<file path="config.mk">
export PLATFORM = sky130hd
export DESIGN_NAME = ltsa_sqrt
export DESIGN_NICKNAME = d
export VERILOG_FILES = /design/src/rtl/core/ltsa_pkg.sv /design/src/rtl/core/ltsa_sqrt.sv
export SDC_FILE = /design/constraint.sdc
export NUM_CORES = 1
export LEC_CHECK = 0
export BUFFER_PORTS_ARGS = -buffer_cell sky130_fd_sc_hd__buf_2
export CELL_PAD_IN_SITES_DETAIL_PLACEMENT = 0
export CELL_PAD_IN_SITES_GLOBAL_PLACEMENT = 2
export CORE_UTILIZATION = 38
export DETAILED_ROUTE_END_ITERATION = 12
export GPL_ROUTABILITY_DRIVEN = 0
export PLACE_DENSITY_LB_ADDON = 0.1
export SETUP_SLACK_MARGIN = 0.1
export SYNTH_ARGS = -nofsm -noshare
export SYNTH_HDL_FRONTEND = slang
export SYNTH_SLANG_ARGS = --single-unit
</file>
<file path="constraint.sdc">
create_clock -name clk -period 3.4 [get_ports clk]
set_input_delay 0.17 -clock clk [delete_from_list [all_inputs] [get_ports clk]]
set_output_delay 0.17 -clock clk [all_outputs]
set_load 0.02 [all_outputs]
</file>
<file path="src/rtl/core/ltsa_pkg.sv">
// Package for the long-term spectral averager: payload structs, constants,
// and shared types. Depends on nothing.
`default_nettype none
package ltsa_pkg;

  localparam int MaxBinsDefault   = 512;
  localparam int MaxFramesDefault = 65535;
  localparam int MsPerSecond      = 1000;
  localparam int SumW             = 48;
  localparam int TimeW            = 48;

  localparam logic REQ_FRAME = 1'b0;
  localparam logic REQ_FLUSH = 1'b1;

  localparam logic CFG_INTERVAL = 1'b0;
  localparam logic CFG_NUM_BINS = 1'b1;

  typedef struct packed {
    logic        req_type;
    logic [8:0]  bin_index;
    logic [47:0] time_ms;
    logic [47:0] frame_sample;
    logic [31:0] frame_len;
    logic [31:0] power;
  } in_item_t;

  typedef struct packed {
    logic [47:0] period_start_ms;
    logic [47:0] period_end_ms;
    logic [15:0] frame_count;
    logic [47:0] first_sample;
    logic [47:0] span_samples;
    logic [8:0]  out_bin;
    logic [15:0] magnitude;
    logic        last_bin;
  } out_item_t;

  typedef enum logic [2:0] {
    ST_IDLE,
    ST_ALIGN,
    ST_CLEAR,
    ST_READ,
    ST_UPDATE,
    ST_MATH,
    ST_OUT
  } state_t;

endpackage
`default_nettype wire

</file>
<file path="src/rtl/core/ltsa_sqrt.sv">
// Bit-pair integer square root of a 48-bit value, one result bit per cycle,
// saturated to 16 bits. Uses ltsa_pkg for widths.
`default_nettype none
module ltsa_sqrt (
  input  wire logic                      clk,
  input  wire logic                      rst,
  input  wire logic                      start,
  input  wire logic [ltsa_pkg::SumW-1:0] value,
  output logic                           done,
  output logic [15:0]                    root
);
  localparam int N = ltsa_pkg::SumW;
  localparam int R = N / 2;

  logic [N-1:0] v;
  logic [R-1:0] res;
  logic [R+1:0] rem;
  logic [R+1:0] trial;
  logic [4:0]   count;
  logic         busy;

  assign trial = {rem[R-1:0], v[N-1:N-2]} - {res, 2'b01};
  assign root  = (|res[R-1:16]) ? 16'hFFFF : res[15:0];

  always_ff @(posedge clk) begin
    if (rst) begin
      busy  <= 1'b0;
      done  <= 1'b0;
      count <= '0;
    end else begin
      done <= 1'b0;
      if (start) begin
        busy  <= 1'b1;
        count <= 5'(R);
      end else if (busy) begin
        count <= count - 1'b1;
        if (count == 5'd1) begin
          busy <= 1'b0;
          done <= 1'b1;
        end
      end
    end
  end

  // Two radicand bits enter per step; the trial remainder decides the bit.
  always_ff @(posedge clk) begin
    if (start) begin
      v   <= value;
      res <= '0;
      rem <= '0;
    end else if (busy) begin
      v <= {v[N-3:0], 2'b00};
      if (!trial[R+1]) begin
        rem <= trial;
        res <= {res[R-2:0], 1'b1};
      end else begin
        rem <= {rem[R-1:0], v[N-1:N-2]};
        res <= {res[R-2:0], 1'b0};
      end
    end
  end
endmodule
`default_nettype wire

</file>
==> out/qor.txt <==
number of synthesized register bits = 103
global-route wire length before repair = 20800 um
RSZ-0062 raised after global routing = no
Setup Buffers After CTS = 0
initial core utilization = 38.8%
synth unique cells = 59
ys async rst share = 0%
Final Cycle Share = 88.2%
CP endpoint kind = flip-flop
Setup Crit Path Kind = flip-flop to flip-flop
Critical Path Fanout Max = 6
Max-Cap Viols = 0
top post-synthesis cells by area = edfxtp_1 26%, dfxtp_1 20%, mux2_2 9.4%
number of synthesized flops with an enable pin = 48
Vias/cell = 5.21
hold buffer count at cts = 0
Die Y = 124 um
initial antenna violation count = 0
Num CTS Buffers = 9
DRT Wirelength = 12700 um
sequential fraction of the synthesis area = 45.1%
Tmin final = 3.00 ns
num ports = 68
nets = 685
f_max = 334 MHz
YS warnings = 0
main flop type after synthesis = dfxtp_1
P_leak = 2.68 nW
vias in the first global route = 4065
CTS sink count = 103
Worst-Margin Slew = 0.772 ns
die width = 124 um
core box area = 14500 um2
CTS tree = done
die area = 15300 um2
cell count after synthesis = 551
Worst Setup Start Kind = flip-flop
Worst EP arrival = 3.26 ns
largest net degree at the start of global routing = 66
WL per Instance = 15.9 um
root buffer cell = clkbuf_16
post_cts resized = 0
ANT cells = 0
peak supply drop = 0.000324 V
clk_lat worst skew = 0.36 ns
relative slew slack = 48.5%
worst hold margin = 0.0626 ns
first drt pass iteration count = 4
share of the synthesized area in the top cell type = 25.6%
Post-Syn Area = 5640 um2
outcome = finished clean
Global Route Usage Sum = 17.7%
# rows = 44
Area Growth Syn to Fin = 14.6%
antenna-violating nets left = 0
HPWL Detailed = 8860 um
CTS H-tree depth = 3
DR iter-0 viols = 181
total congestion overflow = 0
PD cells = 608 nW/um2
hold crit path type = primary input to flip-flop
syn_nets = 628
Mapped Avg Cell Area = 10.2 um2
Max Root-Sink Buffers = 2
Final setup viols = 0
Clk pin slew, worst setup/hold paths = 0.08 ns
Post-route DRC = 0
IO buf count = 67
Fin. Hold Viols = 0
Critical Path RT = 3.66 ns
layout cells sized above 1 = 24.5%
Synth area leader = edfxtp_1
clk_skew = 0.00907 ns
total negative slack = 0 ns
DR vias = 4156
Slew Limit Fails = 0
## metal layers
metal / vias to the layer above / global-route usage (%) / wire length (um) / share of wire (%)
li1: 2114 / - / - / -
met1: 1933 / 23.7 / 6120 / 48
met2: 96 / 27.7 / 5720 / 45
met3: 13 / 4.21 / 698 / 5.5
met4: 0 / 6.55 / 167 / 1.3
met5: - / 0 / 0 / 0
## logic make-up (layout without fill, tap and decap cells)
family,after synthesis,in the layout,share of synthesized area (%)
simple gates,154,154,12.5
flops,103,103,45.1
compound gates,99,99,12.6
mux,82,82,15.6
buf+inv,62,124,4.53
fa+ha+maj,26,26,5.77
xor+xnor,25,25,3.88
## final cells by class
class,count,area [um2]
well taps,184,230
multi-input cells,386,2850
clock buffers,9,225
fillers,1429,8070
clock inverters,7,80.1
flip-flops and latches,103,2550
inverters,32,120
repair buffers,76,405
## report_power, final
| group | internal [W] | switching [W] |
|---|---|---|
| sequential | 0.00142 | 0.0000763 |
| combinational | 0.000603 | 0.000728 |
| clock | 0.000583 | 0.000515 |
| total | 0.00261 | 0.00132 |
## Yosys cell counts, types with 2 or more instances
library cell / number
nor2_1: 68
dfxtp_1: 55
edfxtp_1: 48
mux2_2: 47
mux2i_1: 35
inv_1: 32
nand2_1: 27
ha_1: 26
nand3_1: 20
a21oi_1: 19
clkbuf_1: 19
a211oi_1: 16
xnor2_1: 16
a311oi_1: 10
o21ai_0: 10
xor2_1: 9
a21o_1: 7
nor3_1: 7
o21a_1: 6
o21ai_1: 6
buf_1: 5
nor2b_1: 5
and3_1: 4
nand2b_1: 4
nor4_1: 4
and2_1: 3
buf_2: 3
nand4_1: 3
a2111oi_0: 2
buf_6: 2
nor4b_1: 2
o211ai_1: 2
o22ai_1: 2
or2_2: 2
## worst max-delay path, cell delays in order (launching register included)
cell and delay, ns:
dfxtp_1 0.38, inv_1 0.07, ha_1 0.35, a21o_1 0.20, a21o_1 0.19, a221oi_2 0.35, o21ai_0 0.12, a41o_1 0.23
nor2_1 0.41, buf_4 0.25, nand2_1 0.07, a311oi_1 0.29
## layout by cell type, fill, tap and decap left out, types with 2 or more instances in the layout
master / count
a211oi_1: 16
nor3_1: 7
dfxtp_1: 54
ha_1: 26
or2_2: 2
buf_4: 10
nor4_1: 2
nor4_2: 2
mux2_2: 47
nand2_1: 27
a21o_1: 7
edfxtp_1: 48
buf_2: 66
clkinv_2: 2
nor2b_1: 5
o21a_1: 6
clkinv_4: 2
and3_1: 4
nand2b_1: 4
o211ai_1: 2
and2_1: 3
mux2i_1: 35
clkbuf_16: 9
inv_1: 32
inv_8: 2
nor2_1: 68
xnor2_1: 16
nor4b_1: 2
nand4_1: 3
a2111oi_0: 2
a21oi_1: 19
nand3_1: 20
o22ai_1: 2
xor2_1: 9
o21ai_0: 10
a311oi_1: 10
o21ai_1: 6
## stage by stage
step | area, um2 | std cells | worst slack, ns | util, % | power, W
floorplan | 5640 | 551 | 0.827 | - | 0.00257
global placement | 6160 | 781 | 0.484 | 42.4 | 0.00287
detailed placement | 6160 | 781 | 0.410 | 42.4 | 0.00286
CTS | 6460 | 797 | 0.377 | 44.5 | 0.00397
global route | 6460 | 797 | 0.185 | 44.5 | 0.00416
finish | 6460 | 797 | 0.403 | 44.5 | 0.00393
## flip-flops by register name (all words and copies together) (netlist names)
register / flops
busy: 1
v: 48
done: 1
count: 5
res: 24
rem: 24
## final timing paths
| path | cells past startpoint | endpoint | slack (ns) | startpoint |
|---|---|---|---|---|
| max | 11 | rem[18] | 0.40 | res[20] |
| min | 2 | count[3] | 0.06 | rst |
| max reg2reg | 11 | rem[18] | 0.40 | res[20] |
| min reg2reg | 2 | count[1] | 0.51 | count[1] |
No activity file was read; power rests on OpenSTA's default activity.
