$ cat src/rtl/core/ltsa_pkg.sv
// Package for the long-term spectral averager: payload structs, constants,
// and shared types. Depends on nothing.
`default_nettype none
package ltsa_pkg;

  localparam int MaxBinsDefault   = 512;
  localparam int MaxFramesDefault = 65535;
  localparam int MsPerSecond      = 1000;
  localparam int SumW             = 48;
  localparam int TimeW            = 48;

  localparam logic REQ_FRAME = 1'b0;
  localparam logic REQ_FLUSH = 1'b1;

  localparam logic CFG_INTERVAL = 1'b0;
  localparam logic CFG_NUM_BINS = 1'b1;

  typedef struct packed {
    logic        req_type;
    logic [8:0]  bin_index;
    logic [47:0] time_ms;
    logic [47:0] frame_sample;
    logic [31:0] frame_len;
    logic [31:0] power;
  } in_item_t;

  typedef struct packed {
    logic [47:0] period_start_ms;
    logic [47:0] period_end_ms;
    logic [15:0] frame_count;
    logic [47:0] first_sample;
    logic [47:0] span_samples;
    logic [8:0]  out_bin;
    logic [15:0] magnitude;
    logic        last_bin;
  } out_item_t;

  typedef enum logic [2:0] {
    ST_IDLE,
    ST_ALIGN,
    ST_CLEAR,
    ST_READ,
    ST_UPDATE,
    ST_MATH,
    ST_OUT
  } state_t;

endpackage
`default_nettype wire

$ cat src/rtl/core/ltsa_align.sv
// Period alignment: floor(time / interval) * interval by a restoring
// divide, one quotient bit per cycle, then one subtract. Uses ltsa_pkg.
`default_nettype none
module ltsa_align (
  input  wire logic                       clk,
  input  wire logic                       rst,
  input  wire logic                       start,
  input  wire logic [ltsa_pkg::TimeW-1:0] time_ms,
  input  wire logic [26:0]                ims,
  output logic                            done,
  output logic [ltsa_pkg::TimeW-1:0]      aligned_ms
);
  localparam int N = ltsa_pkg::TimeW;

  logic [27:0]  rem;
  logic [27:0]  trial;
  logic [N-1:0] q;
  logic [N-1:0] t_hold;
  logic [5:0]   count;
  logic         busy;
  logic         mul;

  assign trial = {rem[26:0], q[N-1]};

  always_ff @(posedge clk) begin
    if (rst) begin
      busy  <= 1'b0;
      mul   <= 1'b0;
      done  <= 1'b0;
      count <= '0;
    end else begin
      done <= 1'b0;
      mul  <= 1'b0;
      if (start) begin
        busy  <= 1'b1;
        count <= 6'(N);
      end else if (busy) begin
        count <= count - 1'b1;
        if (count == 6'd1) begin
          busy <= 1'b0;
          mul  <= 1'b1;
        end
      end
      if (mul) begin
        done <= 1'b1;
      end
    end
  end

  // The aligned time is the time less its remainder modulo the interval.
  always_ff @(posedge clk) begin
    if (start) begin
      rem    <= '0;
      q      <= time_ms;
      t_hold <= time_ms;
    end else if (busy) begin
      if (trial >= {1'b0, ims}) begin
        rem <= trial - {1'b0, ims};
        q   <= {q[N-2:0], 1'b1};
      end else begin
        rem <= trial;
        q   <= {q[N-2:0], 1'b0};
      end
    end
    if (mul) begin
      aligned_ms <= t_hold - N'(rem);
    end
  end
endmodule
`default_nettype wire

$ cat config.mk
export PLATFORM = sky130hd
export DESIGN_NAME = ltsa_align
export DESIGN_NICKNAME = d
export VERILOG_FILES = /design/src/rtl/core/ltsa_pkg.sv /design/src/rtl/core/ltsa_align.sv
export SDC_FILE = /design/constraint.sdc
export NUM_CORES = 1
export LEC_CHECK = 0
export BUFFER_PORTS_ARGS = -buffer_cell sky130_fd_sc_hd__buf_2
export CAP_MARGIN = 20
export CORE_MARGIN = 10
export CORE_UTILIZATION = 45
export DETAILED_ROUTE_END_ITERATION = 10
export PLACE_DENSITY = 0.62
export SYNTH_ARGS = -nofsm -noshare
export SYNTH_HDL_FRONTEND = slang
export SYNTH_SLANG_ARGS = --single-unit
$ cat constraint.sdc
create_clock -name clk -period 9.28 [get_ports clk]
set_clock_uncertainty 0.15 [all_clocks]
set_input_delay 0.928 -clock clk [delete_from_list [all_inputs] [get_ports clk]]
set_output_delay 0.928 -clock clk [all_outputs]
set_load 0.03 [all_outputs]
==> results of run 1 <==
power by group:
part           internal, µW  total, µW  switching [µW]
combinational           186        433             248
clock                   365        661             296
sequential              949        982            33.1
layout by cell type, fill, tap and decap left out, drive strengths merged, types with 8 or more instances in the layout:
cell type | netlist | layout
nand3 | 31 | 31
nor2b | 12 | 12
nand4 | 12 | 12
o211ai | 8 | 8
a21oi | 51 | 51
a311oi | 17 | 17
a21o | 29 | 29
or3 | 8 | 8
o21ai | 41 | 41
nor3 | 27 | 27
nor4 | 10 | 10
xnor2 | 40 | 40
inv | 73 | 76
nand2b | 12 | 12
buf | 15 | 132
nand2 | 59 | 59
mux2 | 48 | 48
xor2 | 20 | 20
dfxtp | 37 | 37
edfxtp | 144 | 144
a211oi | 9 | 9
clkbuf | 11 | 24
ha | 57 | 57
o21a | 11 | 11
nor2 | 74 | 74
per-stage QoR:
step	worst slack (ns)	cells	hold slack, ns	util, %	instance area [µm²]
floorplan	5.81	924	0.311	-	10100
global placement	4.95	1307	0.337	50.0	10900
detailed placement	4.89	1308	0.355	50.1	11000
CTS	5.32	1340	0.364	52.5	11500
global route	4.97	1340	0.410	52.5	11500
finish	5.31	1340	0.356	52.5	11500
sequential cells by signal, indices dropped and copies added, names as in the netlist:
signal,cells
q,48
done,1
busy,1
aligned_ms,48
t_hold,48
rem,28
mul,1
count,6
layout make-up:
type / instances / area, µm²
clock buffers: 24 / 483
clock inverters: 8 / 47.5
fillers: 2023 / 10400
inverters: 73 / 274
multi-input cells: 642 / 4580
flip-flops and latches: 181 / 5070
well taps: 280 / 350
repair buffers: 132 / 691
final timing paths:
path | from | to | cells after the start
worst min-delay path | count[1] | count[1] | 2
worst max register to register | q[47] | rem[25] | 12
worst min register to register | count[1] | count[1] | 2
worst max-delay path | ims[5] | rem[25] | 12
metal layers:
| metal | vias to the layer above | track usage [%] | wire, µm |
|---|---|---|---|
| met1 | 3486 | 21.9 | 11100 |
| met5 | - | 0 | 0 |
| li1 | 3654 | - | - |
| met2 | 136 | 26.7 | 11400 |
| met3 | 13 | 3.82 | 1170 |
| met4 | 0 | 3.86 | 218 |
tightest hold or removal path, stage by stage, from the launching register on:
cell and delay (ns):
dfxtp_1 0.32, nor2_1 0.08, a2111oi_0 0.06
kinds of logic (layout without fill, tap and decap cells):
logic type,after synthesis,in the layout,synth area share [%]
AOI/OAI and AO/OA,204,204,13.9
xor gates and xnor gates,60,60,5.22
adders and majority gates,59,59,7.48
buffers and inverters,101,237,4.16
DFF,181,181,50.3
muxes,49,49,5.47
and+or+nand+nor,270,270,13.5
==> flow_summary.yaml, run 1 <==
timing:
  setup_viol: 0
  max_freq_ghz: 0.252
  hold_viol_final: 0
  setup-tns-final_ns: 0
  slew_headroom_pct: 46.6
  final_max_slew_viol_count: 0
  fin_crit_ns: 3.97
  rsz0062_at_grt: "false"
  worst_slew_pin_slew_ns: 0.801
  post-route-period-util_pct: 42.8
global_route:
  grt_max_degree: 70
  grt_pass1_wl_um: 38000
  grt-ovfl-total: 0
  grt.total_usage_pct: 16.5
  grt_pass1_vias: 7080
  antenna_found_initial: 0
cts:
  root_buffer: "clkbuf_16"
  numCtsBuffers: 17
  clockBufferDepth: 2
  cts_tree: "yes"
  clk-insertion-delay-late_ns: 0.43
  hold_buffers: 0
  clock-sinks: 181
  cts_resized: 0
  htreeDepth: 4
  clk_pin_slew_ns: 0.07
  cts_setup_buffers: 0
synthesis:
  ys_ff_latch: 181
  synth_top_area_share_pct: 42.9
  synth.distinct_cells: 75
  syn_inst: 924
  ys_seq_area_share_pct: 50.3
  yosysTopAreaCell: "edfxtp_1"
  synth_nets: 1061
  synth_ff_type: "edfxtp_1"
  ys_top_cells_by_count: "edfxtp_1, nor2_1, inv_1, ha_1, nand2_1"
  postSynth.asyncResetShare_pct: 0
  syn_area_mm2: 0.0101
  synthTopCellsByArea: "edfxtp_1, dfxtp_1, ha_1"
  synth_area_per_cell_um2: 10.9
  synth_edf_count: 144
  yosysWarningCount: 0
  yosysMostFrequentCell: "edfxtp_1"
route:
  routed_via_density: 5.44
  route.vias.total: 7289
  wire_per_inst_um: 17.9
  antenna_left: 0
  dr.pass1.iters: 5
  route.detailed.drc: 0
  drt-initial-drc-count: 539
  wirelength_um: 23900
worst_setup_path:
  startpoint_type: "input pin"
  path_cells: "buf_2, inv_1, ha_1, a21oi_1, o21ai_0, o21bai_1, a31oi_1, o311ai_4, nand2_1, buf_4, or3_1, o311ai_1"
  cp.required_ns: 9.47
  r2r_setup_slack_ns: 5.42
  critPathCaptureType: "flop"
  worstPathArrival_ns: 4.16
  path_max_fanout: 31
  critPathBufInv: 3
  critPathKind: "input pin to flop"
  path_delay_family: "compound AO/OA/AOI/OAI gates"
  worst_path_max_delay_cell: "o311ai_4"
  max_stage_delay_ns: 0.71
floorplan:
  dieArea_mm2: 0.0288
  io_pins: 127
  rows: 54
  start_util_pct: 46.0
  coreArea_mm2: 0.0219
  die_w_um: 170
  die_h_um: 170
power_and_ir_drop:
  total_power_uw: 2080
  p_per_area_mw_per_mm2: 181
  p_leak_uw: 0.00455
  ir_drop_uv: 122
placed_design:
  portBuffers: 126
  dp_hpwl_um: 18200
  finalWeightedCongestion: 0.874
final_layout:
  diodes: 0
  nets: 1184
  drive_gt1_share_pct: 21.2
  area_growth_pct: 14.2
job:
  maxCapViolations: 0
min_path:
  worstHoldPathType: "flop to flop"
run_status:
  status: "finished clean"
Note: power is estimated with default switching activity, not from simulation.
==> run 2, diff against run 1 <==
==> constraint.sdc (replaced) <==
create_clock -name clk -period 4.1 [get_ports clk]
set_clock_uncertainty 0.15 [all_clocks]
set_input_delay 0.41 -clock clk [delete_from_list [all_inputs] [get_ports clk]]
set_output_delay 0.41 -clock clk [all_outputs]
set_load 0.03 [all_outputs]
==> flow_summary.yaml, run 2 (synthesized netlist as in run 1, its figures left out) <==
global_route:
  grt_pass1_wl_um: 38800
  grt-ovfl-total: 0
  grt_pass1_vias: 7321
  antenna_found_initial: 0
  grt_max_degree: 55
  grt.total_usage_pct: 16.9
floorplan:
  start_util_pct: 46.0
  die_w_um: 170
  dieArea_mm2: 0.0288
  io_pins: 127
  rows: 54
  die_h_um: 170
  coreArea_mm2: 0.0219
cts:
  clockBufferDepth: 2
  clk-insertion-delay-late_ns: 0.45
  root_buffer: "clkbuf_16"
  cts_setup_buffers: 0
  numCtsBuffers: 17
  clock-sinks: 181
  clk_pin_slew_ns: 0.07
  hold_buffers: 6
  htreeDepth: 4
  cts_tree: "yes"
  cts_resized: 0
placed_design:
  dpl_cell_area_mm2: 0.0110
  dp_hpwl_um: 18500
  finalWeightedCongestion: 0.929
  portBuffers: 126
min_path:
  hold_path_end: "t_hold[19]"
  min_path_cells: 1
  worstHoldPathType: "input pin to flop"
  hold_start: "time_ms[19]"
route:
  routed_via_density: 5.46
  route.detailed.drc: 0
  dr.pass1.iters: 5
  antenna_left: 0
  wire_per_inst_um: 18.2
  route.vias.total: 7363
  drt-initial-drc-count: 609
  wirelength_um: 24500
worst_setup_path:
  reg2reg_depth: 11
  path_cells: "inv_1, ha_1, nor2b_1, o21a_1, o21a_1, o41ai_4, a2111oi_0, o2111ai_1, nand2_1, o41ai_1, o21ai_1"
  startpoint_type: "flop"
  worst_path_max_delay_cell: "o41ai_1"
  worstPathArrival_ns: 3.54
  path_common_cell: "o21a_1"
  critPathKind: "flop to flop"
  cp.required_ns: 4.13
  r2r_setup_slack_ns: 0.59
  critPathCaptureType: "flop"
  path_max_fanout: 11
  critPathBufInv: 1
  r2r-start: "rem[2]"
  path_delay_family: "compound AO/OA/AOI/OAI gates"
  r2r-end: "aligned_ms[40]"
  max_stage_delay_ns: 0.46
timing:
  hold_viol_final: 0
  slew_headroom_pct: 50.5
  rsz0062_at_grt: "false"
  post-route-period-util_pct: 85.6
  max_freq_ghz: 0.285
  fin_crit_ns: 3.51
  setup_viol: 0
  worst_slew_pin_slew_ns: 0.742
  final_max_slew_viol_count: 0
  setup-tns-final_ns: 0
final_layout:
  final_cell_mix: "edfxtp_1, buf_2, nor2_1"
  diodes: 0
  layout_commonest_cell: "edfxtp_1"
  area_growth_pct: 15.2
  nets: 1193
  regArea_mm2: 0.00507
  drive_gt1_share_pct: 21.8
  multi_input_area_mm2: 0.00458
  n_fill_cell: 1993
  design_area_mm2: 0.0116
  largestRegisters: "aligned_ms: 48 flops, q: 48 flops, t_hold: 48 flops"
run_status:
  status: "finished clean"
power_and_ir_drop:
  p_per_area_mw_per_mm2: 413
  ir_drop_uv: 293
  p_leak_uw: 0.00461
job:
  maxCapViolations: 0
==> run 2: cell types whose count changed in the layout (fill, tap and decap cells not counted) <==
cell           before  now
inv_6               1    2
inv_4               2    4
buf_12              1    0
clkbuf_8            1    3
dlygate4sd3_1       0    6
clkbuf_1            5    1
buf_4               6   10
inv_1              72   73
clkinv_1            2    0
==> run 2: worst reg2reg max path: stages, from the launching register on <==
cell       delay [ns]
dfxtp_1          0.38
inv_1            0.08
ha_1             0.34
nor2b_1          0.15
o21a_1           0.18
o21a_1           0.23
o41ai_4          0.43
a2111oi_0        0.19
o2111ai_1        0.23
nand2_1          0.31
o41ai_1          0.46
o21ai_1          0.12
==> run 2: worst max path at each step <==
stage,start,to,slack [ns],depth (start not counted)
2_1_floorplan,rem[2],aligned_ms[40],1.14,12
3_3_place_gp,rem[2],aligned_ms[40],0.62,11
3_5_place_dp,rem[2],aligned_ms[40],0.62,11
4_1_cts,rem[2],aligned_ms[40],0.57,11
5_1_grt,rem[2],aligned_ms[40],0.39,11
6_report,rem[2],aligned_ms[40],0.59,11
==> run 2: area by class of cell <==
class | instances | area share, %
inverter | 73 | 2.36
sequential | 181 | 43.7
multi-input combinational | 642 | 39.5
tap | 280 | 3.02
clock buffer | 22 | 4.27
clock inverter | 10 | 0.561
timing repair buffer | 141 | 6.56
==> run 2: through the flow <==
step / util (%) / setup WS [ns] / hold slack [ns] / power (µW) / instances
floorplan: - / 1.14 / 0.311 / 2990 / 924
global placement: 50.1 / 0.621 / 0.339 / 3240 / 1311
detailed placement: 50.1 / 0.620 / 0.361 / 3250 / 1311
CTS: 53.0 / 0.571 / 0.00123 / 4810 / 1349
global route: 53.0 / 0.388 / 0.000403 / 5020 / 1349
finish: 53.0 / 0.590 / 0.0105 / 4790 / 1349
==> run 2: metal layers <==
layer | global-route usage [%] | wire, µm
met4 | 3.45 | 225
met3 | 4.01 | 1250
met5 | 0 | 0
met1 | 22.4 | 11200
met2 | 27.5 | 11800
==> run 2: where the power goes <==
part	internal (µW)	switching [µW]
Sequential	2150	75.7
Combinational	425	571
Clock	862	710
Total	3430	1360
==> run 3, diff against run 2 <==
--- a/config.mk
+++ b/config.mk
@@ -7,10 +7,13 @@
 export LEC_CHECK = 0
 export BUFFER_PORTS_ARGS = -buffer_cell sky130_fd_sc_hd__buf_2
 export CAP_MARGIN = 20
+export CELL_PAD_IN_SITES_DETAIL_PLACEMENT = 0
+export CELL_PAD_IN_SITES_GLOBAL_PLACEMENT = 1
 export CORE_MARGIN = 10
 export CORE_UTILIZATION = 45
 export DETAILED_ROUTE_END_ITERATION = 10
-export PLACE_DENSITY = 0.62
+export PLACE_DENSITY = 0.75
+export SLEW_MARGIN = 20
 export SYNTH_ARGS = -nofsm -noshare
 export SYNTH_HDL_FRONTEND = slang
 export SYNTH_SLANG_ARGS = --single-unit
==> flow_summary.yaml, run 3 (synthesized netlist as in run 1, its figures left out) <==
run_status:
  status: "finished clean"
timing:
  rsz0062_at_grt: "false"
  setup_viol: 0
  worst_slew_pin_slew_ns: 0.932
  slew_headroom_pct: 37.8
  final_max_slew_viol_count: 0
  fin_crit_ns: 3.71
  hold_viol_final: 0
  max_freq_ghz: 0.270
  setup-tns-final_ns: 0
  post-route-period-util_pct: 90.5
worst_setup_path:
  path_max_fanout: 8
  cp.required_ns: 4.14
  worstPathArrival_ns: 3.75
  critPathCaptureType: "flop"
  reg2reg_depth: 11
  critPathKind: "flop to flop"
  startpoint_type: "flop"
  r2r_setup_slack_ns: 0.39
route:
  dr.pass1.iters: 5
  wirelength_um: 24000
  antenna_left: 0
  wire_per_inst_um: 17.8
  routed_via_density: 5.42
  route.detailed.drc: 0
  drt-initial-drc-count: 628
  route.vias.total: 7326
final_layout:
  diodes: 0
  nets: 1195
  fin_cells: 1351
  regArea_mm2: 0.00507
  drive_gt1_share_pct: 21.8
  largestRegisters: "aligned_ms: 48 flops, q: 48 flops, t_hold: 48 flops"
  area_growth_pct: 15.3
  multi_input_area_mm2: 0.00458
  n_fill_cell: 1997
  design_area_mm2: 0.0116
  final_cell_mix: "edfxtp_1, buf_2, nor2_1"
  post-route-util_pct: 53.1
  layout_commonest_cell: "edfxtp_1"
global_route:
  grt.total_usage_pct: 16.5
  grt_pass1_wl_um: 38300
  grt_max_degree: 64
  grt-ovfl-total: 0
  antenna_found_initial: 0
  grt_pass1_vias: 7202
cts:
  cts_resized: 0
  cts_tree: "yes"
  numCtsBuffers: 17
  clk_pin_slew_ns: 0.07
  htreeDepth: 4
  clockBufferDepth: 2
  clk-insertion-delay-late_ns: 0.43
  root_buffer: "clkbuf_16"
  cts_setup_buffers: 0
  clock-sinks: 181
floorplan:
  io_pins: 127
  rows: 54
  die_h_um: 170
  dieArea_mm2: 0.0288
  start_util_pct: 46.0
  coreArea_mm2: 0.0219
  die_w_um: 170
min_path:
  worstHoldPathType: "input pin to flop"
  min_path_cells: 1
power_and_ir_drop:
  ir_drop_uv: 242
  p_leak_uw: 0.00461
  p_per_area_mw_per_mm2: 411
placed_design:
  place_inst: 1310
  finalWeightedCongestion: 0.852
  dp_hpwl_um: 18100
  portBuffers: 126
  dpl_cell_area_mm2: 0.0110
job:
  maxCapViolations: 0
==> run 3: critical path, cell delays in order, from the launching register on <==
cell and delay [ns]:
dfxtp_1 0.44, inv_1 0.07, ha_1 0.43, and4_1 0.26
nand4_1 0.16, or2_0 0.26, a211oi_1 0.46, and3b_1 0.29
o21ai_1 0.30, a41oi_1 0.30, o21ai_1 0.26, xnor2_1 0.08
==> run 3: path summary, 6_finish.rpt <==
kind,to,start
worst max-delay path,aligned_ms[43],rem[15]
worst min register to register,count[1],count[1]
worst min-delay path,t_hold[46],time_ms[46]
worst max register to register,aligned_ms[43],rem[15]
==> run 3: area by class of cell <==
class | count | area share [%]
Sequential cell | 181 | 43.6
Multi-Input combinational cell | 642 | 39.5
Timing Repair Buffer | 143 | 6.74
Clock buffer | 17 | 3.66
Tap cell | 280 | 3.02
Inverter | 73 | 2.37
Clock inverter | 15 | 1.11
==> run 3: timing repair <==
action	4_1_cts	5_1_grt
endpoints found under the setup margin	0	0
endpoints found under the hold margin	0	9
hold buffers	0	9
==> run 3: routing by layer <==
metal	track usage [%]	vias up	share of wire (%)
met5	0	-	0
met4	4.09	0	1.1
met3	4.08	16	4.8
met2	25.8	170	46
met1	22.6	3439	48
li1	-	3701	-
==> run 3: through the flow <==
step / hold slack, ns / worst slack [ns] / total power, µW
6_report: 0.0171 / 0.391 / 4770
5_1_grt: 0.00310 / 0.126 / 5010
4_1_cts: 0.000731 / 0.397 / 4800
3_5_place_dp: 0.351 / 0.443 / 3250
3_3_place_gp: 0.339 / 0.400 / 3240
2_1_floorplan: 0.311 / 1.14 / 2990
==> run 3: power by group <==
part           switching (µW)  internal (µW)
Sequential               80.1           2150
Combinational             563            426
Clock                     713            839
Total                    1360           3410
