--- config.mk ---
export PLATFORM = sky130hd
export DESIGN_NAME = ltsa_div
export DESIGN_NICKNAME = d
export VERILOG_FILES = /design/src/rtl/core/ltsa_pkg.sv /design/src/rtl/core/ltsa_div.sv
export SDC_FILE = /design/constraint.sdc
export NUM_CORES = 1
export LEC_CHECK = 0
export ABC_AREA = 1
export BUFFER_PORTS_ARGS = -buffer_cell sky130_fd_sc_hd__buf_2
export CELL_PAD_IN_SITES_DETAIL_PLACEMENT = 0
export CELL_PAD_IN_SITES_GLOBAL_PLACEMENT = 2
export CORE_MARGIN = 1.5
export CORE_UTILIZATION = 32
export CTS_BUF_LIST = sky130_fd_sc_hd__clkbuf_4 sky130_fd_sc_hd__clkbuf_8
export CTS_CLUSTER_DIAMETER = 50
export CTS_CLUSTER_SIZE = 28
export DETAILED_ROUTE_END_ITERATION = 10
export PLACE_DENSITY_LB_ADDON = 0.08
export SYNTH_ARGS = -nofsm -noshare
export SYNTH_HDL_FRONTEND = slang
export SYNTH_SLANG_ARGS = --single-unit
export TNS_END_PERCENT = 30
--- constraint.sdc ---
create_clock -name clk -period 2.8 [get_ports clk]
set_input_delay 0.28 -clock clk [delete_from_list [all_inputs] [get_ports clk]]
set_output_delay 0.28 -clock clk [all_outputs]
set_load 0.05 [all_outputs]
--- src/rtl/core/ltsa_pkg.sv ---
// Package for the long-term spectral averager: payload structs, constants,
// and shared types. Depends on nothing.
`default_nettype none
package ltsa_pkg;

  localparam int MaxBinsDefault   = 512;
  localparam int MaxFramesDefault = 65535;
  localparam int MsPerSecond      = 1000;
  localparam int SumW             = 48;
  localparam int TimeW            = 48;

  localparam logic REQ_FRAME = 1'b0;
  localparam logic REQ_FLUSH = 1'b1;

  localparam logic CFG_INTERVAL = 1'b0;
  localparam logic CFG_NUM_BINS = 1'b1;

  typedef struct packed {
    logic        req_type;
    logic [8:0]  bin_index;
    logic [47:0] time_ms;
    logic [47:0] frame_sample;
    logic [31:0] frame_len;
    logic [31:0] power;
  } in_item_t;

  typedef struct packed {
    logic [47:0] period_start_ms;
    logic [47:0] period_end_ms;
    logic [15:0] frame_count;
    logic [47:0] first_sample;
    logic [47:0] span_samples;
    logic [8:0]  out_bin;
    logic [15:0] magnitude;
    logic        last_bin;
  } out_item_t;

  typedef enum logic [2:0] {
    ST_IDLE,
    ST_ALIGN,
    ST_CLEAR,
    ST_READ,
    ST_UPDATE,
    ST_MATH,
    ST_OUT
  } state_t;

endpackage
`default_nettype wire

--- src/rtl/core/ltsa_div.sv ---
// Restoring divider: 48-bit dividend by a DW-bit divisor, one quotient
// bit per cycle. Uses ltsa_pkg for widths.
`default_nettype none
module ltsa_div #(
  parameter int DW = 24
) (
  input  wire logic                        clk,
  input  wire logic                        rst,
  input  wire logic                        start,
  input  wire logic [ltsa_pkg::SumW-1:0]   dividend,
  input  wire logic [DW-1:0]               divisor,
  output logic                             done,
  output logic [ltsa_pkg::SumW-1:0]        quotient
);
  localparam int N  = ltsa_pkg::SumW;
  localparam int CW = $clog2(N + 1);

  logic [DW:0]   rem;
  logic [DW:0]   trial;
  logic [DW-1:0] dvsr;
  logic [CW-1:0] count;
  logic          busy;

  assign trial = {rem[DW-1:0], quotient[N-1]};

  // One shift-subtract step per cycle.
  always_ff @(posedge clk) begin
    if (rst) begin
      busy  <= 1'b0;
      done  <= 1'b0;
      count <= '0;
    end else begin
      done <= 1'b0;
      if (start) begin
        busy  <= 1'b1;
        count <= CW'(N);
      end else if (busy) begin
        count <= count - 1'b1;
        if (count == CW'(1)) begin
          busy <= 1'b0;
          done <= 1'b1;
        end
      end
    end
  end

  // The divisor is held for the whole division.
  always_ff @(posedge clk) begin
    if (start) begin
      rem      <= '0;
      dvsr     <= divisor;
      quotient <= dividend;
    end else if (busy) begin
      if (trial >= {1'b0, dvsr}) begin
        rem      <= trial - {1'b0, dvsr};
        quotient <= {quotient[N-2:0], 1'b1};
      end else begin
        rem      <= trial;
        quotient <= {quotient[N-2:0], 1'b0};
      end
    end
  end
endmodule
`default_nettype wire

==> out/qor.yml, run 1 <==
status: "finished clean"
setup_violations: 0
post-route-period-util_pct: 86.1
dp_slack_ns: 0.372
regArea_sq_um: 2800
grt_max_degree: 58
clock_sinks: 104
die-area_sq_um: 20000
skew_ns: 0.0182
insertion_delay_ns: 0.40
clock_path_buffers: 2
setup_slack_ns: 0.390
clk_pin_slew_worst_paths_ns: 0.11
tritoncts: "built"
ctsResizeCount: 0
fin_nets: 1052
vias: 5338
gr-usage-met1_pct: 22.7
critical_path_class: "flip-flop to flip-flop"
finalHoldViolCount: 0
post-dp-hpwl_microns: 12600
post_cts_buffers: 0
placed_cells: 1173
grt_pass1_wl_microns: 27500
numCtsBuffers: 9
synth_seq_cells: 104
power_density_nw_per_um2: 490
drive_gt1_share_pct: 17.7
drc: 0
holdBufCountCts: 0
syn-num-nets: 932
ir_drop_v: 0.000272
syn2layout_area_growth_pct: 17.6
synth_warnings: 0
start_util_pct: 32.7
fin_tns_setup_ns: 0
met3_usage_pct: 4.12
core-area_sq_um: 18800
fp.dieH_microns: 141
layoutNonFillerInstCount: 1189
overflow: 0
worst_pin_slew_ns: 0.650
gp_congestion: 0.843
p_leak_nw: 3.81
cap_violations: 0
syn_area_per_cell_sq_um: 7.38
period_needed_ns: 2.41
met2_usage_pct: 29.6
critPathRequiredTime_ns: 3.09
min_path_type: "primary input to flip-flop"
cp_max_fo: 24
final_max_slew_viol_count: 0
multi_input_area_sq_um: 2710
grt.busiest_layer: "met2"
critPathCaptureType: "flip-flop"
htreeDepth: 3
die_w_microns: 141
drt_wl_total_microns: 16900
antenna_cells: 0
slew_headroom_pct: 56.7
io_buffers: 123
ys_seq_area_share_pct: 45.7
antenna_found_initial: 0
dr.first_iter.drc_count: 201
cp.arrival_ns: 2.70
track_usage_pct: 17.5
ys_types: 37
crit_path_start_kind: "flip-flop"
rows: 50
rsz0062_at_grt: "false"
syn_inst: 830
drtPass1Iterations: 5
ant_nets: 0
viasPerCell: 4.49
grt_pass1_vias: 5462
cts-root-buf: "clkbuf_8"
routedWlPerCell_microns: 14.2
synth_area_sq_um: 6130
ios: 124
max_freq_mhz: 415
fillers: 2035
==> worst max-delay path: stages (launching register included) <==
cell      delay, ns
edfxtp_1       0.34
inv_1          0.04
ha_1           0.38
nand2_1        0.14
nor2_1         0.21
nand3_1        0.12
nand3_2        0.17
nand3b_4       0.27
nand2_4        0.36
nand3_1        0.13
nand2_1        0.10
nand2_1        0.05
==> final cells by class <==
| class | instances | area share, % |
|---|---|---|
| multi-input combinational | 569 | 37.6 |
| timing repair buffer | 131 | 9.72 |
| sequential | 104 | 38.9 |
| inverter | 135 | 7.03 |
| clock inverter | 6 | 0.868 |
| tap | 234 | 4.06 |
| clock buffer | 10 | 1.82 |
==> cells in the final DEF (no fill, tap or decap), types with 4 or more instances in the layout <==
cell,n
dfxtp_1,32
nor3_1,6
nand4_1,5
nor2_1,31
buf_2,123
nand2_2,4
nand2_1,360
inv_1,124
clkbuf_8,9
xnor2_1,11
nand3b_1,5
o21ai_0,4
ha_1,26
a21oi_1,16
nand3_1,69
buf_4,6
clkinv_1,4
edfxtp_1,72
o21ai_1,11
inv_2,7
==> flip-flops by register name, summed over array words and instances, names as in the netlist <==
register and count:
busy 1, rem 24, count 6, dvsr 24, quotient 48, done 1
==> routing by layer <==
metal  vias to the layer above  share of wire (%)  routed length, microns
li1                       2827                  -                       -
met1                      2402                 47                    7930
met2                       100                 47                    7960
met3                         9                4.9                     823
met4                         0               0.93                     157
met5                         -                  0                       0
==> Yosys cell counts, drive strengths merged <==
cell	n	area [sq um]
nand2	365	1390
inv	131	492
edfxtp	72	2160
nand3	70	355
nor2	35	146
dfxtp	32	641
ha	26	325
a21oi	17	88.8
o21ai	15	75.1
clkbuf	14	52.6
xnor2	11	96.3
buf	8	55.1
nor3	8	56.3
nand3b	6	57.6
nand4	5	31.3
clkinv	4	15.0
a211oi	2	15.0
a31oi	2	12.5
nor3b	2	15.0
fa	1	20.0
nor4	1	6.26
o21bai	1	7.51
or2	1	6.26
xor2	1	8.76
==> stage by stage <==
stage	area, sq um	hold WS (ns)	util, %	total power [W]
2_1_floorplan	6130	0.349	-	0.00238
5_1_grt	7210	0.0311	38.4	0.00372
4_1_cts	7210	0.0288	38.4	0.00360
3_5_place_dp	7010	0.458	37.4	0.00261
3_3_place_gp	7010	0.456	37.4	0.00261
6_report	7210	0.0565	38.4	0.00353
==> where the power goes <==
group	switching, W	internal, W
Sequential	0.0000544	0.00178
Combinational	0.000539	0.000198
Clock	0.000609	0.000358
Total	0.00120	0.00233
==> cell families after synthesis <==
logic type	synth area share (%)
buffers and inverters	10.0
adder cells (fa/ha/maj)	5.63
flip-flops	45.7
AND/OR/NAND/NOR	33.6
XOR/XNOR	1.71
AO/OA/AOI/OAI	3.25
==> path summary, 6_finish.rpt <==
| kind | cells after the start | slack, ns | start | end |
|---|---|---|---|---|
| min reg2reg | 2 | 0.48 | rem[12]$_SDFFE_PP0P_ | rem[12]$_SDFFE_PP0P_ |
| min | 1 | 0.06 | divisor[19] | dvsr[19]$_DFFE_PP_ |
| max | 11 | 0.39 | dvsr[6]$_DFFE_PP_ | rem[22]$_SDFFE_PP0P_ |
| max reg2reg | 11 | 0.39 | dvsr[6]$_DFFE_PP_ | rem[22]$_SDFFE_PP0P_ |
(Power assumes the default switching activity.)
==> inputs of run 2 (changes only) <==
--- a/config.mk
+++ b/config.mk
@@ -5,12 +5,12 @@
 export SDC_FILE = /design/constraint.sdc
 export NUM_CORES = 1
 export LEC_CHECK = 0
-export ABC_AREA = 1
 export BUFFER_PORTS_ARGS = -buffer_cell sky130_fd_sc_hd__buf_2
+export CAP_MARGIN = 25
 export CELL_PAD_IN_SITES_DETAIL_PLACEMENT = 0
 export CELL_PAD_IN_SITES_GLOBAL_PLACEMENT = 2
 export CORE_MARGIN = 1.5
-export CORE_UTILIZATION = 32
+export CORE_UTILIZATION = 36
 export CTS_BUF_LIST = sky130_fd_sc_hd__clkbuf_4 sky130_fd_sc_hd__clkbuf_8
 export CTS_CLUSTER_DIAMETER = 50
 export CTS_CLUSTER_SIZE = 28
==> out/qor.yml, run 2 <==
status: "finished clean"
largest_reg_flops: 48  # unchanged
ctsResizeCount: 0  # unchanged
setup_violations: 0  # unchanged
viasPerCell: 5.09  # +13%
dp_slack_ns: 0.140  # -0.232 ns
die_w_microns: 129  # -8.7%
clk_pin_slew_worst_paths_ns: 0.11  # about the same
die-area_sq_um: 16700  # -17%
crit_path_cell_trace: "inv_1 > ha_1 > and2_4 > nand3_1 > nor4_1 > buf_4 > a221oi_2 > nand3b_1 > o21a_4 > or4_1 > o211ai_1"
synth_top_cells_by_count: "edfxtp_1, mux2_2, nor2_1, dfxtp_1, inv_1"
holdBufCountCts: 0  # unchanged
pwr-share-clk_pct: 24.4  # -3.0 points
clock_path_buffers: 2  # unchanged
finalHoldViolCount: 0  # unchanged
antenna_found_initial: 0  # unchanged
setup_slack_ns: 0.181  # -0.209 ns
track_usage_pct: 17.2  # -0.32 points
drive_gt1_share_pct: 35.0  # +17 points
rsz0062_at_grt: "true"
p_int_w: 0.00265  # +14%
drtPass1Iterations: 5  # unchanged
ir_drop_v: 0.000352  # +29%
vias: 4390  # -18%
io_buffers: 123  # unchanged
synth_warnings: 0  # unchanged
p_leak_nw: 2.80  # -27%
regMostFlops: "quotient"
critPathCaptureType: "flip-flop"
core-area_sq_um: 15400  # -18%
insertion_delay_ns: 0.38  # -0.02 ns
numCtsBuffers: 9  # unchanged
tritoncts: "built"
clock_sinks: 104  # unchanged
synth.most_common_cell: "edfxtp_1"
slew_headroom_pct: 62.9  # +6.2 points
drc: 0  # unchanged
fin_tns_setup_ns: 0  # unchanged
syn2layout_area_growth_pct: 19.7
critPathRequiredTime_ns: 3.12  # +0.03 ns
min_path_type: "primary input to flip-flop"
max_freq_mhz: 382  # -8.0%
fin_nets: 748  # -29%
p_seq_share_pct: 47.1  # -4.7 points
p_switching_w: 0.00134  # +11%
ys_types: 71  # +92%
final_max_slew_viol_count: 0  # unchanged
crit_family: "simple AND/OR/NAND/NOR gates"
cp_slowest_stage_delay_ns: 0.51  # +0.13 ns
synth_seq_cells: 104  # unchanged
syn_area_per_cell_sq_um: 11.0  # +48%
period_needed_ns: 2.62  # +0.209 ns
p_comb_share_pct: 28.5  # +7.6 points
synth_area_sq_um: 5720  # -6.6%
final_common_cell: "buf_2"
netlist_top_cells_area: "edfxtp_1, dfxtp_1, mux2_2"
ant_nets: 0  # unchanged
critical_path_class: "flip-flop to flip-flop"
start_util_pct: 37.2  # +4.6 points
ys.flop_type: "edfxtp_1"
cts-root-buf: "clkbuf_8"
crit_path_start_kind: "flip-flop"
overflow: 0  # unchanged
cp.arrival_ns: 2.94  # +0.24 ns
grt_max_degree: 65  # +12%
drt_wl_total_microns: 13800  # -18%
synth_edf_count: 72  # unchanged
ys_seq_area_share_pct: 49.0  # +3.2 points
antenna_cells: 0  # unchanged
cap_violations: 0  # unchanged
fp.dieH_microns: 129  # -8.7%
routedWlPerCell_microns: 16.0  # +13%
grt_pass1_wl_microns: 22500  # -18%
rows: 45  # -10%
skew_ns: 0.0167  # -0.00145 ns
worst_pin_slew_ns: 0.555  # -0.0951 ns
cp_num_buf_inv: 2  # +1
switching_share_pct: 33.6  # -0.45 points
grt_pass1_vias: 4511  # -17%
dr.first_iter.drc_count: 251  # +25%
post-dp-hpwl_microns: 9660  # -24%
post-route-period-util_pct: 93.5  # +7.5 points
syn-num-nets: 624  # -33%
post_cts_buffers: 0  # unchanged
mostFrequentLayoutCells: "buf_2, edfxtp_1, mux2_2"
cp_max_fo: 12  # -50%
top_regs: "quotient: 48 flops, dvsr: 24 flops, rem: 24 flops"
synth_top_area_cell: "edfxtp_1"
synth_top_area_share_pct: 37.8  # +2.5 points
ios: 124  # unchanged
syn_inst: 522  # -37%
htreeDepth: 3  # unchanged
crit_slowest_cell: "or4_1"
power_density_nw_per_um2: 583  # +19%
gp_congestion: 0.815  # -3.3%
async_flop_share_pct: 0  # unchanged
-- run 2: cell types whose count changed in the layout (fill, tap and decap cells not counted), moves of 6 or more --
| cell | delta |
|---|---|
| nor2_1 | +15 |
| a21o_1 | +8 |
| inv_1 | -93 |
| o21a_1 | +8 |
| o21ai_0 | +10 |
| mux2_2 | +47 |
| nor3_1 | +6 |
| a311oi_1 | +15 |
| buf_4 | +8 |
| xor2_1 | +6 |
| nand3_1 | -47 |
| inv_2 | -6 |
| nand2_1 | -330 |
-- run 2: cell families (layout without fill, tap and decap cells) --
family                   count (synthesis)  after routing  synth area share (%)
adder cells (fa/ha/maj)                 27             27                  6.03
XOR/XNOR                                21             21                  3.21
buffers and inverters                   58            186                  4.26
AO/OA/AOI/OAI                          116            117                  15.3
AND/OR/NAND/NOR                        148            148                  12.8
multiplexers                            48             48                  9.42
flip-flops                             104            104                  49.0
-- run 2: metrics by stage --
stage	power [W]	cell area [sq um]	hold WS, ns	std cells	util [%]
3_3_place_gp	0.00304	6620	0.456	845	43.1
5_1_grt	0.00422	6850	0.0291	862	44.6
4_1_cts	0.00404	6820	0.0324	861	44.3
6_report	0.00399	6850	0.0635	862	44.6
3_5_place_dp	0.00304	6620	0.458	845	43.1
2_1_floorplan	0.00275	5720	0.379	522	-
-- run 2: path summary, 6_finish.rpt --
kind	start	to	slack (ns)	cells past startpoint
max	dvsr[9]$_DFFE_PP_	rem[21]$_SDFFE_PP0P_	0.18	11
min	divisor[5]	dvsr[5]$_DFFE_PP_	0.06	1
min reg2reg	rem[7]$_SDFFE_PP0P_	rem[7]$_SDFFE_PP0P_	0.49	2
max reg2reg	dvsr[9]$_DFFE_PP_	rem[21]$_SDFFE_PP0P_	0.18	11
-- run 2: final cells by class --
type	count	area, sq um
Clock buffer	10	131
Sequential cell	104	2800
Inverter	32	120
Tap cell	211	264
Multi-Input combinational cell	361	2710
Timing Repair Buffer	138	756
Clock inverter	6	66.3
Fill cell	1490	8520
-- run 2: layer usage --
layer	GRT usage, %	vias up	wire length (microns)	part of all wire, %
met3	5.99	4	892	6.5
met4	3.64	0	62	0.45
met2	27.2	115	6370	46
li1	-	2190	-	-
met5	0	-	0	0
met1	22.9	2081	6490	47
-- run 2: power groups by stage --
stage	logic [W]	clock network (W)	registers, W
floorplan	0.000585	0	0.00216
global placement	0.00113	0	0.00191
detailed placement	0.00113	0	0.00191
CTS	0.00114	0.00102	0.00188
global route	0.00124	0.00108	0.00190
finish	0.00114	0.000973	0.00188
==> inputs of run 3 (changes only) <==
--- a/config.mk
+++ b/config.mk
@@ -16,6 +16,7 @@
 export CTS_CLUSTER_SIZE = 28
 export DETAILED_ROUTE_END_ITERATION = 10
 export PLACE_DENSITY_LB_ADDON = 0.08
+export RECOVER_POWER = 100
 export SYNTH_ARGS = -nofsm -noshare
 export SYNTH_HDL_FRONTEND = slang
 export SYNTH_SLANG_ARGS = --single-unit
==> out/qor.yml, run 3 (synthesis gave the netlist of run 2 again) <==
status: "finished clean"
largest_reg_flops: 48  # unchanged
setup_violations: 0  # unchanged
insertion_delay_ns: 0.39  # about the same
drt_wl_total_microns: 13700  # -0.63%
regMostFlops: "quotient"
ir_drop_v: 0.000352  # about the same
ios: 124  # unchanged
clock_sinks: 104  # unchanged
drc: 0  # unchanged
core-area_sq_um: 15400  # unchanged
max_freq_mhz: 384  # +0.61%
fin_nets: 748  # unchanged
critPathCaptureType: "flip-flop"
top_layer: "met4"
syn2layout_area_growth_pct: 18.1
r2r-start: "quotient[47]$_DFFE_PP_"
start_util_pct: 37.2  # unchanged
antenna_cells: 0  # unchanged
overflow: 0  # unchanged
slew_headroom_pct: 22.1  # -41 points
cap_violations: 0  # unchanged
r2r_slack_ns: 0.20  # +0.02 ns
grt_pass1_wl_microns: 22500  # unchanged
fin_tns_setup_ns: 0  # unchanged
clk_pin_slew_worst_paths_ns: 0.11  # about the same
die_w_microns: 129  # unchanged
ant_nets: 0  # unchanged
mostFrequentLayoutCells: "buf_2, edfxtp_1, clkbuf_1"
crit_path_start_kind: "flip-flop"
grt_max_degree: 65  # unchanged
htreeDepth: 3  # unchanged
p_leak_nw: 2.65  # -5.3%
tritoncts: "built"
post-route-period-util_pct: 93.0  # -0.56 points
post-dp-hpwl_microns: 9660  # unchanged
final_common_cell: "buf_2"
period_needed_ns: 2.60  # -0.0158 ns
wl_met2_microns: 6340  # -0.52%
critical_path_class: "flip-flop to flip-flop"
die-area_sq_um: 16700  # unchanged
cts-root-buf: "clkbuf_8"
track_usage_pct: 17.2  # unchanged
routedWlPerCell_microns: 15.9  # -0.63%
routed-wl-met3_microns: 893  # +0.11%
finalHoldViolCount: 0  # unchanged
power_density_nw_per_um2: 587  # +0.73%
cp_max_fo: 4  # -8
cp.arrival_ns: 2.90  # -0.04 ns
viasPerCell: 5.11  # +0.34%
clock_path_buffers: 2  # unchanged
post_cts_buffers: 0  # unchanged
fp.dieH_microns: 129  # unchanged
hold-path-cell-count: 1  # unchanged
numCtsBuffers: 9  # unchanged
top_regs: "quotient: 48 flops, dvsr: 24 flops, rem: 24 flops"
min_path_type: "primary input to flip-flop"
wl_met1_microns: 6390  # -1.6%
drive_gt1_share_pct: 26.9  # -8.1 points
grt_pass1_vias: 4511  # unchanged
drtPass1Iterations: 5  # unchanged
placed_cells: 845  # unchanged
rsz0062_at_grt: "true"
layoutNonFillerInstCount: 862  # unchanged
io_buffers: 123  # unchanged
hp-start: "divisor[5]"
final_max_slew_viol_count: 0  # unchanged
reg2reg_depth: 11  # unchanged
vias: 4405  # +0.34%
min_to: "dvsr[5]$_DFFE_PP_"
skew_ns: 0.0168  # +0.000126 ns
holdBufCountCts: 0  # unchanged
critPathRequiredTime_ns: 3.10  # -0.02 ns
r2r-end: "rem[20]$_SDFFE_PP0P_"
rows: 45  # unchanged
gp_congestion: 0.815  # unchanged
dr.first_iter.drc_count: 203  # -19%
worst_pin_slew_ns: 1.17  # +0.614 ns
antenna_found_initial: 0  # unchanged
critPathLaunch: "quotient[47]$_DFFE_PP_"
holdWs_ns: 0.0581  # -0.00544 ns
## run 3: cell types whose count changed in the layout (fill, tap and decap cells not counted), sizes merged
cell	previous run	this run
buf	138	88
inv	34	33
clkbuf	10	60
clkinv	2	3
## run 3: worst max-delay path by stage
| stage | end | slack [ns] |
|---|---|---|
| after CTS | rem[22]$_SDFFE_PP0P_ | 0.07 |
| after floorplan | rem[18]$_SDFFE_PP0P_ | 0.04 |
| after detailed placement | rem[22]$_SDFFE_PP0P_ | 0.14 |
| after global placement | rem[20]$_SDFFE_PP0P_ | 0.14 |
| final | rem[20]$_SDFFE_PP0P_ | 0.20 |
| after global routing | rem[18]$_SDFFE_PP0P_ | -0.02 |
## run 3: layout make-up
| cell class | count | area [sq um] |
|---|---|---|
| sequential | 104 | 2800 |
| multi-input combinational | 361 | 2690 |
| clock inverter | 6 | 66.3 |
| tap | 211 | 264 |
| fill | 1510 | 8610 |
| inverter | 32 | 120 |
| clock buffer | 10 | 131 |
| timing repair buffer | 138 | 679 |
## run 3: stage by stage
step | power (W) | setup slack [ns] | area, sq um | util, %
after floorplan | 0.00275 | 0.0391 | 5720 | -
after global placement | 0.00304 | 0.143 | 6620 | 43.1
after global routing | 0.00419 | -0.0221 | 6760 | 44.0
after detailed placement | 0.00304 | 0.140 | 6620 | 43.1
after CTS | 0.00404 | 0.0704 | 6820 | 44.3
final | 0.00397 | 0.197 | 6760 | 44.0
## run 3: timing repair
action	4_1_cts	5_1_grt
endpoints found under the hold margin	0	0
endpoints found under the setup margin	0	9
resized for setup	0	6
## run 3: worst max-delay path, cell delays in order, from the launching register on
cell and delay (ns):
edfxtp_1 0.36, inv_1 0.06, ha_1 0.22, fa_1 0.42
nor2b_1 0.16, o31a_1 0.18, o2111ai_2 0.17, and2_1 0.19
o21ai_1 0.26, or3_1 0.16, o211ai_1 0.09, a311oi_1 0.26
## run 3: routing by layer
layer,up-vias,global-route usage [%]
met5,-,0
met4,0,3.64
met3,7,5.99
met2,115,27.2
met1,2094,22.9
li1,2189,-
## run 3: power by group
| group | switching (W) | internal, W |
|---|---|---|
| Clock | 0.000546 | 0.000429 |
| Combinational | 0.000716 | 0.000393 |
| Sequential | 0.0000777 | 0.00181 |
| Total | 0.00134 | 0.00263 |
